## src/rtl/mlfd_pkg.sv

```systemverilog
// Shared types and constants of the M-Bus long frame deframer.
package mlfd_pkg;

  localparam logic [7:0] FRAME_START = 8'h68;
  localparam logic [7:0] FRAME_STOP  = 8'h16;

  // Parser modes.
  localparam logic [1:0] MODE_IDLE  = 2'd0;
  localparam logic [1:0] MODE_FRAME = 2'd1;
  localparam logic [1:0] MODE_SKIP  = 2'd2;
  localparam logic [1:0] MODE_ERROR = 2'd3;

  typedef enum logic [2:0] {
    ST_OK           = 3'd0,
    ST_BAD_START    = 3'd1,
    ST_LEN_MISMATCH = 3'd2,
    ST_LEN_SMALL    = 3'd3,
    ST_INCOMPLETE   = 3'd4,
    ST_BAD_STOP     = 3'd5,
    ST_CHECKSUM     = 3'd6,
    ST_NO_PAYLOAD   = 3'd7
  } status_e;

  localparam int unsigned POS_W   = 9;
  localparam int unsigned COUNT_W = 16;
  localparam int unsigned LEN_MIN = 5;
  localparam int unsigned PAYLOAD_POS = 9;

  // Outcome of one parser step.
  typedef struct packed {
    logic               valid;
    logic [7:0]         payload;
    logic               is_final;
    status_e            status;
    logic [COUNT_W-1:0] count;
  } result_t;

endpackage

```

## src/rtl/mlfd_parser.sv

```systemverilog
// Frame parser state and per-byte update of the M-Bus long frame deframer.
module mlfd_parser (
  input  logic              clk_i,
  input  logic              rst_ni,
  input  logic              step_i,
  input  logic [7:0]        byte_i,
  input  logic              last_i,
  input  logic              skip_checksum_i,
  output mlfd_pkg::result_t result_o
);
  import mlfd_pkg::*;

  logic [1:0]         mode_q, mode_d;
  logic [POS_W-1:0]   pos_q, pos_d;
  logic [7:0]         len_q, len_d;
  logic [7:0]         sum_q, sum_d;
  logic               match_q, match_d;
  status_e            status_q, status_d;
  logic [COUNT_W-1:0] total_q, total_d;

  logic [POS_W-1:0] lim;
  logic             have_payload;
  status_e          fin_status;

  assign lim = POS_W'(4) + POS_W'(len_q);

  always_comb begin
    mode_d       = mode_q;
    pos_d        = pos_q;
    len_d        = len_q;
    sum_d        = sum_q;
    match_d      = match_q;
    status_d     = status_q;
    total_d      = total_q;
    have_payload = 1'b0;
    fin_status   = status_q;
    result_o     = '0;

    case (mode_q)
      MODE_IDLE: begin
        if (byte_i == FRAME_START) begin
          mode_d  = MODE_FRAME;
          pos_d   = POS_W'(1);
          sum_d   = '0;
          match_d = 1'b0;
        end else begin
          mode_d = MODE_SKIP;
        end
      end
      MODE_FRAME: begin
        if (pos_q == POS_W'(1)) begin
          len_d = byte_i;
        end else if (pos_q == POS_W'(2)) begin
          // The second length byte is parked in the sum register.
          sum_d = byte_i;
        end else if (pos_q == POS_W'(3)) begin
          if (byte_i != FRAME_START) begin
            mode_d   = MODE_ERROR;
            status_d = ST_BAD_START;
          end else if (sum_q != len_q) begin
            mode_d   = MODE_ERROR;
            status_d = ST_LEN_MISMATCH;
          end else if (len_q < 8'(LEN_MIN)) begin
            mode_d   = MODE_ERROR;
            status_d = ST_LEN_SMALL;
          end else begin
            sum_d = '0;
          end
        end else if (pos_q < lim) begin
          sum_d = sum_q + byte_i;
          if (pos_q >= POS_W'(PAYLOAD_POS)) begin
            have_payload = 1'b1;
            if (total_q != '1) begin
              total_d = total_q + COUNT_W'(1);
            end
          end
        end else if (pos_q == lim) begin
          match_d = (byte_i == sum_q);
        end else begin
          if (byte_i != FRAME_STOP) begin
            mode_d   = MODE_ERROR;
            status_d = ST_BAD_STOP;
          end else if (!skip_checksum_i && !match_q) begin
            mode_d   = MODE_ERROR;
            status_d = ST_CHECKSUM;
          end else begin
            mode_d = MODE_IDLE;
          end
        end
        if (mode_d == MODE_FRAME) begin
          pos_d = pos_q + POS_W'(1);
        end
      end
      default: ;
    endcase

    if (last_i) begin
      fin_status = status_d;
      if (mode_d == MODE_FRAME && pos_d >= POS_W'(4)) begin
        fin_status = ST_INCOMPLETE;
      end
      result_o.valid    = 1'b1;
      result_o.is_final = 1'b1;
      if (fin_status != ST_OK) begin
        result_o.status = fin_status;
      end else if (total_d == '0) begin
        result_o.status = ST_NO_PAYLOAD;
      end else begin
        result_o.status = ST_OK;
        result_o.count  = total_d;
      end
      // The buffer is closed, so everything returns to its reset value.
      mode_d   = MODE_IDLE;
      pos_d    = '0;
      len_d    = '0;
      sum_d    = '0;
      match_d  = 1'b0;
      status_d = ST_OK;
      total_d  = '0;
    end else if (have_payload) begin
      result_o.valid   = 1'b1;
      result_o.payload = byte_i;
    end
  end

  always_ff @(posedge clk_i or negedge rst_ni) begin
    if (!rst_ni) begin
      mode_q   <= MODE_IDLE;
      pos_q    <= '0;
      len_q    <= '0;
      sum_q    <= '0;
      match_q  <= 1'b0;
      status_q <= ST_OK;
      total_q  <= '0;
    end else if (step_i) begin
      mode_q   <= mode_d;
      pos_q    <= pos_d;
      len_q    <= len_d;
      sum_q    <= sum_d;
      match_q  <= match_d;
      status_q <= status_d;
      total_q  <= total_d;
    end
  end

  assert property (@(posedge clk_i) disable iff (!rst_ni)
    (mode_q == MODE_FRAME) |-> (pos_q != '0) && (pos_q <= lim + POS_W'(1)))
    else $error("frame position outside the frame");

  assert property (@(posedge clk_i) disable iff (!rst_ni)
    (mode_q == MODE_ERROR) |-> (status_q != ST_OK))
    else $error("error mode without a latched status");

  assert property (@(posedge clk_i) disable iff (!rst_ni)
    (step_i && last_i) |=> (mode_q == MODE_IDLE) && (total_q == '0))
    else $error("state not cleared after the last byte");

endmodule

```

## src/rtl/mbus_long_frame_deframer_core.sv

```systemverilog
// An accepted item yields its result, if any, through the input register and then the result register.
// Throughput: one item per cycle while not stalled; the only loop is the parser state update.
// Ready falls only while an item waits in the input register and the result register is stalled.
// Reset (rst_ni, asynchronous, active low) empties both registers, clears the parser state
// and sets skip_checksum to 0; no clearing pass is needed.
module mbus_long_frame_deframer_core (
  input  logic        clk_i,
  input  logic        rst_ni,
  input  logic        cfg_we_i,
  input  logic        cfg_wdata_i,     // skip_checksum
  input  logic        s_axis_tvalid,
  output logic        s_axis_tready,
  input  logic [7:0]  s_axis_tdata,    // [7:0] data_byte
  input  logic        s_axis_tlast,    // last
  output logic        m_axis_tvalid,
  input  logic        m_axis_tready,
  output logic [31:0] m_axis_tdata,    // [7:0] payload_byte, [10:8] status,
                                       // [26:11] payload_count, [31:27] zero
  output logic        m_axis_tuser     // is_final
);
  import mlfd_pkg::*;

  logic       skip_q;
  logic       in_v_q;
  logic [7:0] in_byte_q;
  logic       in_last_q;
  logic       res_v_q;
  result_t    res_q;
  result_t    step_res;
  logic       proc;

  // An item is processed once the result register is free or being emptied.
  assign proc          = in_v_q && (!res_v_q || m_axis_tready);
  assign s_axis_tready = !in_v_q || proc;

  always_ff @(posedge clk_i or negedge rst_ni) begin
    if (!rst_ni) begin
      skip_q <= 1'b0;
    end else if (cfg_we_i) begin
      skip_q <= cfg_wdata_i;
    end
  end

  always_ff @(posedge clk_i or negedge rst_ni) begin
    if (!rst_ni) begin
      in_v_q <= 1'b0;
    end else if (s_axis_tready) begin
      in_v_q <= s_axis_tvalid;
    end
  end

  always_ff @(posedge clk_i) begin
    if (s_axis_tready && s_axis_tvalid) begin
      in_byte_q <= s_axis_tdata;
      in_last_q <= s_axis_tlast;
    end
  end

  mlfd_parser u_parser (
    .clk_i           (clk_i),
    .rst_ni          (rst_ni),
    .step_i          (proc),
    .byte_i          (in_byte_q),
    .last_i          (in_last_q),
    .skip_checksum_i (skip_q),
    .result_o        (step_res)
  );

  always_ff @(posedge clk_i or negedge rst_ni) begin
    if (!rst_ni) begin
      res_v_q <= 1'b0;
    end else if (proc) begin
      res_v_q <= step_res.valid;
    end else if (m_axis_tready) begin
      res_v_q <= 1'b0;
    end
  end

  always_ff @(posedge clk_i) begin
    if (proc && step_res.valid) begin
      res_q <= step_res;
    end
  end

  assign m_axis_tvalid = res_v_q;
  assign m_axis_tdata  = {5'b0, res_q.count, res_q.status, res_q.payload};
  assign m_axis_tuser  = res_q.is_final;

  assert property (@(posedge clk_i) disable iff (!rst_ni)
    (res_v_q && res_q.is_final) |-> (res_q.payload == '0)
      && ((res_q.status == ST_OK) || (res_q.count == '0)))
    else $error("final item carries payload or a count with an error");

  assert property (@(posedge clk_i) disable iff (!rst_ni)
    (res_v_q && !res_q.is_final) |-> (res_q.status == ST_OK) && (res_q.count == '0))
    else $error("payload item carries status or count");

  assert property (@(posedge clk_i) disable iff (!rst_ni)
    (res_v_q && !m_axis_tready) |=> res_v_q)
    else $error("stalled result dropped");

  assert property (@(posedge clk_i) disable iff (!rst_ni)
    (!in_v_q) |-> s_axis_tready)
    else $error("input stalled while the input register is empty");

endmodule

```

## config.mk

```make
export PLATFORM = sky130hd
export DESIGN_NAME = mbus_long_frame_deframer_core
export DESIGN_NICKNAME = d
export VERILOG_FILES = /design/src/rtl/mlfd_pkg.sv /design/src/rtl/mlfd_parser.sv /design/src/rtl/mbus_long_frame_deframer_core.sv
export SDC_FILE = /design/constraint.sdc
export NUM_CORES = 1
export LEC_CHECK = 0
export BUFFER_PORTS_ARGS = -buffer_cell sky130_fd_sc_hd__buf_2
export CORE_MARGIN = 1
export CORE_UTILIZATION = 50
export CTS_BUF_LIST = sky130_fd_sc_hd__clkbuf_8
export DETAILED_ROUTE_END_ITERATION = 6
export GPL_ROUTABILITY_DRIVEN = 0
export HOLD_SLACK_MARGIN = 0.03
export PLACE_DENSITY = 0.75
export SYNTH_ARGS = -nofsm -noshare
export SYNTH_HDL_FRONTEND = slang
export SYNTH_SLANG_ARGS = --single-unit
```

## constraint.sdc

```tcl
create_clock -name clk_i -period 7.85 [get_ports clk_i]
set_input_delay 0.3925 -clock clk_i [delete_from_list [all_inputs] [get_ports clk_i]]
set_output_delay 0.3925 -clock clk_i [all_outputs]
set_load 0.005 [all_outputs]
```

---- After elaboration in Yosys (flattened, before gate mapping) ----
Cells that the tools add are included.
Widths: inputs -> output; s select.
cells by class
  multiply operators ...................... 0
  shifts and indexed selects .............. 0
  divide/modulo/power cells ............... 0
  $lt $le $gt $ge ......................... 4
  bitwise logic cells ..................... 2
  muxes and demuxes ....................... 76
  reductions and logical operators ........ 23
  equality and inequality tests ........... 23
  add/subtract/negate cells ............... 4
operators with widths
  kind                   number
  $mux 16                10
  $mux 8                 12
  $mux 3                 16
  $mux 9                 4
  $mux 2                 13
  $mux 20                1
  $eq 9x2->1 const B     2
  $pmux 9 s2             1
  $add 16x1->16 const B  1
  $logic_not 16->1       1
  $mux 1                 16
  $ne 16x16->1 const B   1
  $pmux 8 s2             1
  $reduce_and 8->1       2
  $ne 5x4->1 const B     3
  $ne 3x3->1 const B     4
  $add 3x8->9 const A    1
  $add 9x1->9 const B    1
  $eq 9x1->1 const B     1
  $eq 9x9->1             1
  $ge 9x3->1 const B     1
  $ge 9x4->1 const B     1
  $lt 9x9->1             1
  $add 8x8->8            1
  21 further kinds       36
word-level totals
  register bits ........................... 87
  RAM bits ................................ 0
  bits in read-only memories .............. 0
  bits in latches ......................... 0
  memories kept ........................... 0

---- Logic depth before layout (Yosys ltp) ----
Gate-level depths: netlist of the first run.
  depth after elaboration ................. 20
  depth in mapped cells ................... 15
  gate-level depth less buffers ........... 13

---- By module ----
Synthesis of the first run repeated with hierarchy kept, for this count alone.
second synthesis, totals
  cells, all modules ...................... 616
  area total of the unflattened synthesis .. 5657.9 µm²
by module, submodules not included
  module                         instances  area each (µm²)  cells each  seq. area each (µm²)
  mlfd_parser                    1          4357.9           561         1176.1
  mbus_long_frame_deframer_core  1          1300.0           55          1186.1

---- Worst setup path before layout of the first run ----
No wires, ideal clock.
  path kind ............................... flip-flop to flip-flop
  from .................................... reg u_parser.len_q[2]
  to ...................................... reg res_q (netlist bit m_axis_tdata[0]) (enable)
  required time ........................... 7.437 ns
  data arrival time ....................... 3.497 ns
  cell stages (with the launch flop) ...... 11
  setup slack ............................. 3.940 ns
  path through ............................ dfrtp_1 -> ha_1 -> and3_1 -> xnor2_1 -> ha_1 -> a211o_1 -> o211ai_1 -> and4_1 -> clkbuf_1 -> nor2_1 -> nor2_1
between the ends
  cells in the longest elaborated chain, start to end .. 10
ends and longest elaborated chain
  what                      RTL line                             RTL
  start: declaration        mlfd_parser.sv:15                    logic [7:0] len_q, len_d;
  start signal: assignment  mlfd_parser.sv:138                   len_q <= len_d;
  $add 3x8->9               mlfd_parser.sv:25                    assign lim = POS_W'(4) + POS_W'(len_q);
  $lt 9x9->1                mlfd_parser.sv:69                    end else if (pos_q < lim) begin
  $mux 1                    mlfd_parser.sv:69
  $mux 1                    mlfd_parser.sv:56                    end else if (pos_q == POS_W'(3)) begin
  $mux 1                    mlfd_parser.sv:53                    end else if (pos_q == POS_W'(2)) begin
  $mux 1                    mlfd_parser.sv:51                    if (pos_q == POS_W'(1)) begin
  $mux 1                    mlfd_parser.sv:39                    case (mode_q)
  $mux 9                    mlfd_parser.sv:120                   end else if (have_payload) begin
  $mux 1                    mlfd_parser.sv:97                    if (last_i) begin
  $logic_and 1x1->1         mbus_long_frame_deframer_core.sv:80  if (proc && step_res.valid) begin
  end signal: assignment    mbus_long_frame_deframer_core.sv:81  res_q <= step_res;
  end: declaration          mbus_long_frame_deframer_core.sv:28  result_t res_q;
Every way passes these cells.
A chain may end at the register's enable or synchronous reset.

---- Worst setup path after layout of the first run ----
  from .................................... reg u_parser.len_q[2]
  to ...................................... reg res_q (netlist bit m_axis_tdata[10]) (data pin)
between the ends
  cells in the longest elaborated chain, start to end .. 17
  elaborated cells between the ends (all ways) .. 41
ends and longest elaborated chain
  what                                                  RTL line            RTL
  branches (longest 16 deep; another with $add 3x8->9)  --
  $mux 3 (*)                                            mlfd_parser.sv:104  if (fin_status != ST_OK) begin
Mark *: on every way between the ends. The select of a mux whose other input is x is not followed.

==> qor.csv, run 1 <==
stage;metric;value;unit
synth;average size of a mapped cell;9.52;um2
route;WL final;13400;um
worst_hold_path;class of the worst hold path;primary input to async pin;
route;vias;4687;
setup_path;worst-path cell chain;ha_1 > and3_1 > xnor2_1 > ha_1 > a211o_1 > o211ai_1 > and4_1 > and2_1 > a31oi_1 > nor4b_1 > nand4_1 > o31ai_1 > o21a_1;
placement;post-DP HPWL;9520;um
synth;Yosys cell types;71;
placement;Port Buffers;44;
synth;post-synth top area share;22.7;%
die;initial core utilization;52.4;%
synth;simple logic cell fraction of the synthesized area;22.2;%
global_route;overall routing resource usage;25.3;%
clock_network;cts bufs inserted;9;
route;initial DRC count;392;
layout;number of nets in the layout;644;
timing;Setup violations, final;0;
route;DR WL/cell;17.9;um
clock_network;Worst-path clk slew;90;ps
pwr;PwrDens;144;nW/um2
pwr;Switching Power;234;uW
placement;pre-CTS WS;3640;ps
route;drt drc;0;
synth;Ys Warns;0;
clock_network;CTS Hold Bufs;0;
setup_path;CP Data Required Time;8090;ps
timing;RSZ-0062 raised after global routing;no;
clock_network;TritonCTS clock tree;yes;
die;Die Ht;107;um
layout;footprint of the multi-input gates;2950;um2
pwr;Sw Share;27.2;%
layout;fillers;920;
timing;crit path time final;4290;ps
die;Die W;107;um
flow_run;number of max-cap violations;0;
route;Post-DRT Antenna Nets;0;
timing;fmax;233;MHz
synth;number of synthesized register bits;87;
global_route;antenna violations before repair;0;
route;vias per cell;6.27;
setup_path;critical path arrival;4530;ps
clock_network;Clock Latency Late Sink;380;ps
pwr;Gate power share;8.0;%
layout;final core occ;56.7;%
timing;count of pins over their slew limit;0;
clock_network;setup bufs post-CTS;0;
pwr;worst vdd ir;0.103;mV
global_route;largest net degree at the start of global routing;51;
die;DIE AREA;11400;um2
layout;commonest cells after routing, fill and taps aside;54 x nand2_1, 50 x dfrtp_1, 45 x o21ai_0;
timing;worst setup margin;3560;ps
layout;share of layout cells above drive strength 1;15.2;%
timing;Worst-Margin Slew;1000;ps
global_route;first-pass GRT wire length;22400;um
setup_path;CP bufs+invs;0;
synth;ys async rst share;57.5;%
die;Ports;50;
synth;Area contributors post-synth;dfrtp_1 23%, edfxtp_1 20%, ha_1 5.0%, o21ai_0 4.1%, nand2_1 3.7%;
setup_path;worst-path fanout max;19;
layout;storage element area;2360;um2
synth;post-synthesis cell count;578;
clock_network;root buffer cell;clkbuf_8;
pwr;sequential power share;58.0;%
timing;worst hold slack;128;ps
pwr;Leak;0.00256;uW
setup_path;critical path's slowest cell;and2_1;
clock_network;CTS sink count;87;
timing;relative slew slack;33.0;%
synth;Post-synth top flop;dfrtp_1;
synth;main combinational cell family by area after synthesis;simple AND/OR/NAND/NOR gates;
setup_path;CP Class;flip-flop to flip-flop;
synth;mux contribution to synthesized area;2.43;%
pwr;clock network fraction of total power;34.0;%
clock_network;Post-CTS Resized;0;
timing;Final period util;54.7;%
status;status;finished clean;
layout;commonest non-fill, non-tap cell in the layout;nand2_1;
synth;mapped cell area;5500;um2
layout;ANT cells;0;
synth;Synth Area in Adders;5.36;%
global_route;gr ovfl total;0;
setup_path;family with the most delay on the worst path;simple AND/OR/NAND/NOR gates;
synth;leading area contributor after synthesis;dfrtp_1;
global_route;vias in the first global route;4561;
setup_path;Worst Setup End Kind;flip-flop;
setup_path;most frequent CP cell;ha_1;
route;first-pass detailed-route iteration total;5;
pwr;Int Pwr;625;uW
timing;Final Hold Viols;0;
synth;Synth Area in XOR/XNOR;4.77;%
synth;register area share after synthesis;42.9;%
synth;Post-synth EDFFs;37;
synth;Synth Area in Compound Gates;18.4;%
setup_path;slowest stage delay, CP;640;ps
die;# rows;37;
clock_network;H-tree depth;3;
timing;Clock Skews;12.5;ps
layout;area delta synth->final;8.21;%
clock_network;Max Root-Sink Buffers;2;
die;core region area;10500;um2
timing;setup TNS;0;ps
setup_path;startpoint type of the worst setup path;flip-flop;
==> layout make-up <==
| type | count | area share [%] |
|---|---|---|
| sequential | 87 | 39.7 |
| multi-input combinational | 448 | 49.5 |
| clock inverter | 7 | 0.840 |
| inverter | 11 | 0.693 |
| clock buffer | 9 | 2.08 |
| timing repair buffer | 49 | 4.33 |
| tap | 136 | 2.86 |
==> flip-flops by register name, indices dropped and copies added (netlist names) <==
| signal | cells |
|---|---|
| m_axis_tdata | 27 |
| u_parser.total_q | 16 |
| u_parser.match_q | 1 |
| in_byte_q | 8 |
| u_parser.sum_q | 8 |
| u_parser.len_q | 8 |
| m_axis_tuser | 1 |
| skip_q | 1 |
| u_parser.status_q | 3 |
| u_parser.pos_q | 9 |
| u_parser.mode_q | 2 |
| in_last_q | 1 |
| in_v_q | 1 |
| m_axis_tvalid | 1 |
==> Yosys cell counts (5+ instances only) <==
master,n
a21oi_1,28
a22o_1,12
a22oi_1,6
a31oi_1,9
and2_1,13
and3_1,19
buf_2,5
buf_4,5
clkbuf_1,23
dfrtp_1,50
edfxtp_1,37
ha_1,22
inv_1,11
mux2i_1,10
nand2_1,54
nand2b_1,9
nand3_1,22
nand3b_1,5
nand4_1,7
nor2_1,41
nor2_2,10
nor3_1,13
nor4_1,6
o21ai_0,45
o31ai_1,18
xnor2_1,11
xor2_1,19
==> cells by family (layout without fill, tap and decap cells) <==
kind of cell | after synthesis | after routing
other cells | 1 | 5
xor+xnor | 30 | 30
compound gates | 148 | 148
mux | 13 | 13
fa+ha+maj | 23 | 23
flops | 87 | 87
simple gates | 229 | 229
buf+inv | 47 | 76
==> path summary, 6_finish.rpt <==
| check | cells after the start | slack [ps] | endpoint | start |
|---|---|---|---|---|
| hold / removal | 2 | 130 | in_v_q | rst_ni |
| max in group asynchronous | 2 | 7250 | u_parser.pos_q[8] | rst_ni |
| setup reg to reg | 13 | 3560 | m_axis_tdata[10] | u_parser.len_q[2] |
| setup / recovery | 13 | 3560 | m_axis_tdata[10] | u_parser.len_q[2] |
| min in group clk_i | 1 | 190 | in_byte_q[2] | s_axis_tdata[2] |
| hold reg to reg | 1 | 510 | u_parser.status_q[0] | u_parser.status_q[0] |
==> per-stage QoR <==
step	std cells	power [uW]	area (um2)
after floorplan	582	545	5520
after detailed placement	731	576	5780
after global routing	747	890	5960
after CTS	747	864	5960
final	747	859	5960
after global placement	731	575	5780
==> per-layer routing <==
| layer | share of wire, % | GRT usage [%] |
|---|---|---|
| met5 | 0 | 0 |
| met4 | 2.1 | 9.59 |
| met3 | 7.2 | 5.84 |
| met2 | 47 | 40.6 |
| met1 | 44 | 33.3 |
==> power groups by stage <==
stage	Sequential [uW]	Clock (uW)	Combinational, uW
2_1_floorplan	504	0	41.6
4_1_cts	498	297	69.1
6_report	498	292	68.9
3_5_place_dp	508	0	68.8
3_3_place_gp	507	0	67.1
5_1_grt	500	313	77.0
No activity file was read; power rests on OpenSTA's default activity.
==> inputs of run 2 (changes only) <==
- clock period: 7.85 -> 4.2 ns (I/O delays scaled with it)
==> run 2 against run 1 <==
Net effect: hold slack lost 58 ps; die area is the same; maximum frequency rose by 8.5%; first-iteration DRC count shrank 11%; count of clock-buffer cells in the layout unchanged; non-clock buffer count increased by 15; flip-flop and latch count stayed put; clock power increased by 110%; sequential power rose by 87%; cell count up 2.0%; worst setup slack got worse by 3300 ps; power increased by 97%; critical endpoint is now m_axis_tdata[14]; largest power group unchanged; highest routed layer unchanged.
==> qor.csv, run 2 (synthesis results as in run 1) <==
stage;metric;value;unit
layout;commonest cells after routing, fill and taps aside;54 x nand2_1, 50 x dfrtp_1, 45 x o21ai_0;
route;Post-DRT Antenna Nets;0;
global_route;overall routing resource usage;26.1;%
timing;crit path time final;3950;ps
pwr;Leak;0.00264;uW
clock_network;Worst-path clk slew;100;ps
layout;share of layout cells above drive strength 1;16.1;%
route;DR WL/cell;17.8;um
clock_network;root buffer cell;clkbuf_8;
pwr;Gate power share;8.1;%
die;core region area;10500;um2
global_route;first-pass GRT wire length;23100;um
pwr;clock network fraction of total power;36.6;%
clock_network;Clock Latency Late Sink;380;ps
die;DIE AREA;11400;um2
layout;commonest non-fill, non-tap cell in the layout;nand2_1;
die;initial core utilization;52.4;%
setup_path;CP Data Required Time;4440;ps
clock_network;TritonCTS clock tree;yes;
pwr;Tot Pwr;1690;uW
worst_hold_path;class of the worst hold path;primary input to flip-flop;
pwr;Sw Share;26.4;%
layout;number of nets in the layout;659;
setup_path;critical path arrival;4190;ps
timing;Worst-Margin Slew;974;ps
die;# rows;37;
route;WL final;13500;um
global_route;gr ovfl total;0;
flow_run;number of max-cap violations;0;
setup_path;reg2reg path depth;13;
die;Die Ht;107;um
global_route;largest net degree at the start of global routing;51;
route;first-pass detailed-route iteration total;5;
placement;Port Buffers;44;
clock_network;Max Root-Sink Buffers;2;
clock_network;H-tree depth;3;
layout;max FFs per register;27;
timing;Final Hold Viols;0;
layout;fillers;897;
status;status;finished clean;
clock_network;cts bufs inserted;9;
route;vias;4694;
die;Die W;107;um
clock_network;CTS sink count;87;
pwr;worst vdd ir;0.187;mV
route;vias per cell;6.16;
timing;count of pins over their slew limit;0;
setup_path;Worst Setup End Kind;flip-flop;
setup_path;worst-path fanout max;16;
pwr;Switching Power;446;uW
layout;footprint of the multi-input gates;2960;um2
route;drt drc;0;
layout;Non-Filler Cell Area, Final;6150;um2
worst_hold_path;Hold Path Depth;2;
pwr;Int Pwr;1240;uW
timing;Clock Skews;13.8;ps
timing;Final period util;94.1;%
layout;area delta synth->final;11.7;%
timing;setup TNS;0;ps
global_route;antenna violations before repair;0;
placement;placed cell area;5820;um2
setup_path;startpoint type of the worst setup path;flip-flop;
setup_path;reg2reg setup slack;250;ps
layout;storage element area;2360;um2
timing;relative slew slack;34.6;%
setup_path;CP Class;flip-flop to flip-flop;
timing;Setup violations, final;0;
pwr;PwrDens;275;nW/um2
timing;fmax;253;MHz
pwr;sequential power share;55.3;%
die;Ports;50;
global_route;vias in the first global route;4634;
route;initial DRC count;347;
layout;ANT cells;0;
placement;post-DP HPWL;9650;um
run 2: cell count changes in the layout (fill, tap and decap cells not counted):
cell | previous run | this run
dlygate4sd3_1 | 0 | 11
buf_4 | 5 | 8
inv_6 | 0 | 2
buf_12 | 0 | 1
nor3_1 | 13 | 11
clkinvlp_4 | 0 | 2
inv_1 | 12 | 11
clkinv_1 | 1 | 0
nor3_2 | 1 | 3
clkinv_4 | 3 | 0
bufinv_16 | 0 | 1
run 2: critical path, stage by stage (launching register included):
cell      delay [ps]
dfrtp_1          480
ha_1             260
and3_1           200
xnor2_1          130
ha_1             310
nand4_1          190
a211o_1          400
and3_1           210
o221ai_2         260
nand4b_1         160
mux2i_1          190
o41ai_4          500
nand3_4          310
nor2_1           200
run 2: what timing repair did:
action,in CTS,in global routing
setup buffers,0,0
hold buffers,11,0
hold endpoints to repair,60,0
setup endpoints to repair,0,16
resized for setup,0,2
run 2: path summary, 6_finish.rpt:
check / end / from
min: skip_q / cfg_wdata_i
max: m_axis_tdata[14] / u_parser.len_q[2]
max in group asynchronous: u_parser.sum_q[5] / rst_ni
max reg2reg: m_axis_tdata[14] / u_parser.len_q[2]
min in group asynchronous: in_v_q / rst_ni
min reg2reg: u_parser.status_q[0] / u_parser.status_q[0]
run 2: power by group through the flow:
stage | Clock [uW] | Sequential, uW | Combinational (uW)
CTS | 627 | 932 | 137
detailed placement | 0 | 950 | 129
global route | 666 | 937 | 153
finish | 618 | 933 | 137
floorplan | 0 | 941 | 77.8
global placement | 0 | 950 | 125
run 2: metal layers:
layer / global-route usage (%) / wire length (um)
met2: 42.9 / 6530
met4: 10.5 / 306
met5: 0 / 0
met3: 5.65 / 802
met1: 33.4 / 5910
run 2: cell type report:
type / instances / area share (%)
clock buffer: 9 / 2.02
clock inverter: 7 / 1.28
inverter: 11 / 0.672
multi-input combinational: 448 / 48.2
sequential: 87 / 38.4
tap: 136 / 2.77
timing repair buffer: 64 / 6.68
run 2: through the flow:
| step | utilization [%] | hold slack [ps] | worst slack [ps] | cells |
|---|---|---|---|---|
| final | 58.5 | 69.3 | 247 | 762 |
| after detailed placement | 55.4 | 378 | 227 | 735 |
| after floorplan | - | -85.6 | 290 | 582 |
| after global placement | 55.4 | 366 | 396 | 735 |
| after global routing | 58.5 | 64.5 | -5.13 | 762 |
| after CTS | 58.4 | 49.5 | 189 | 762 |
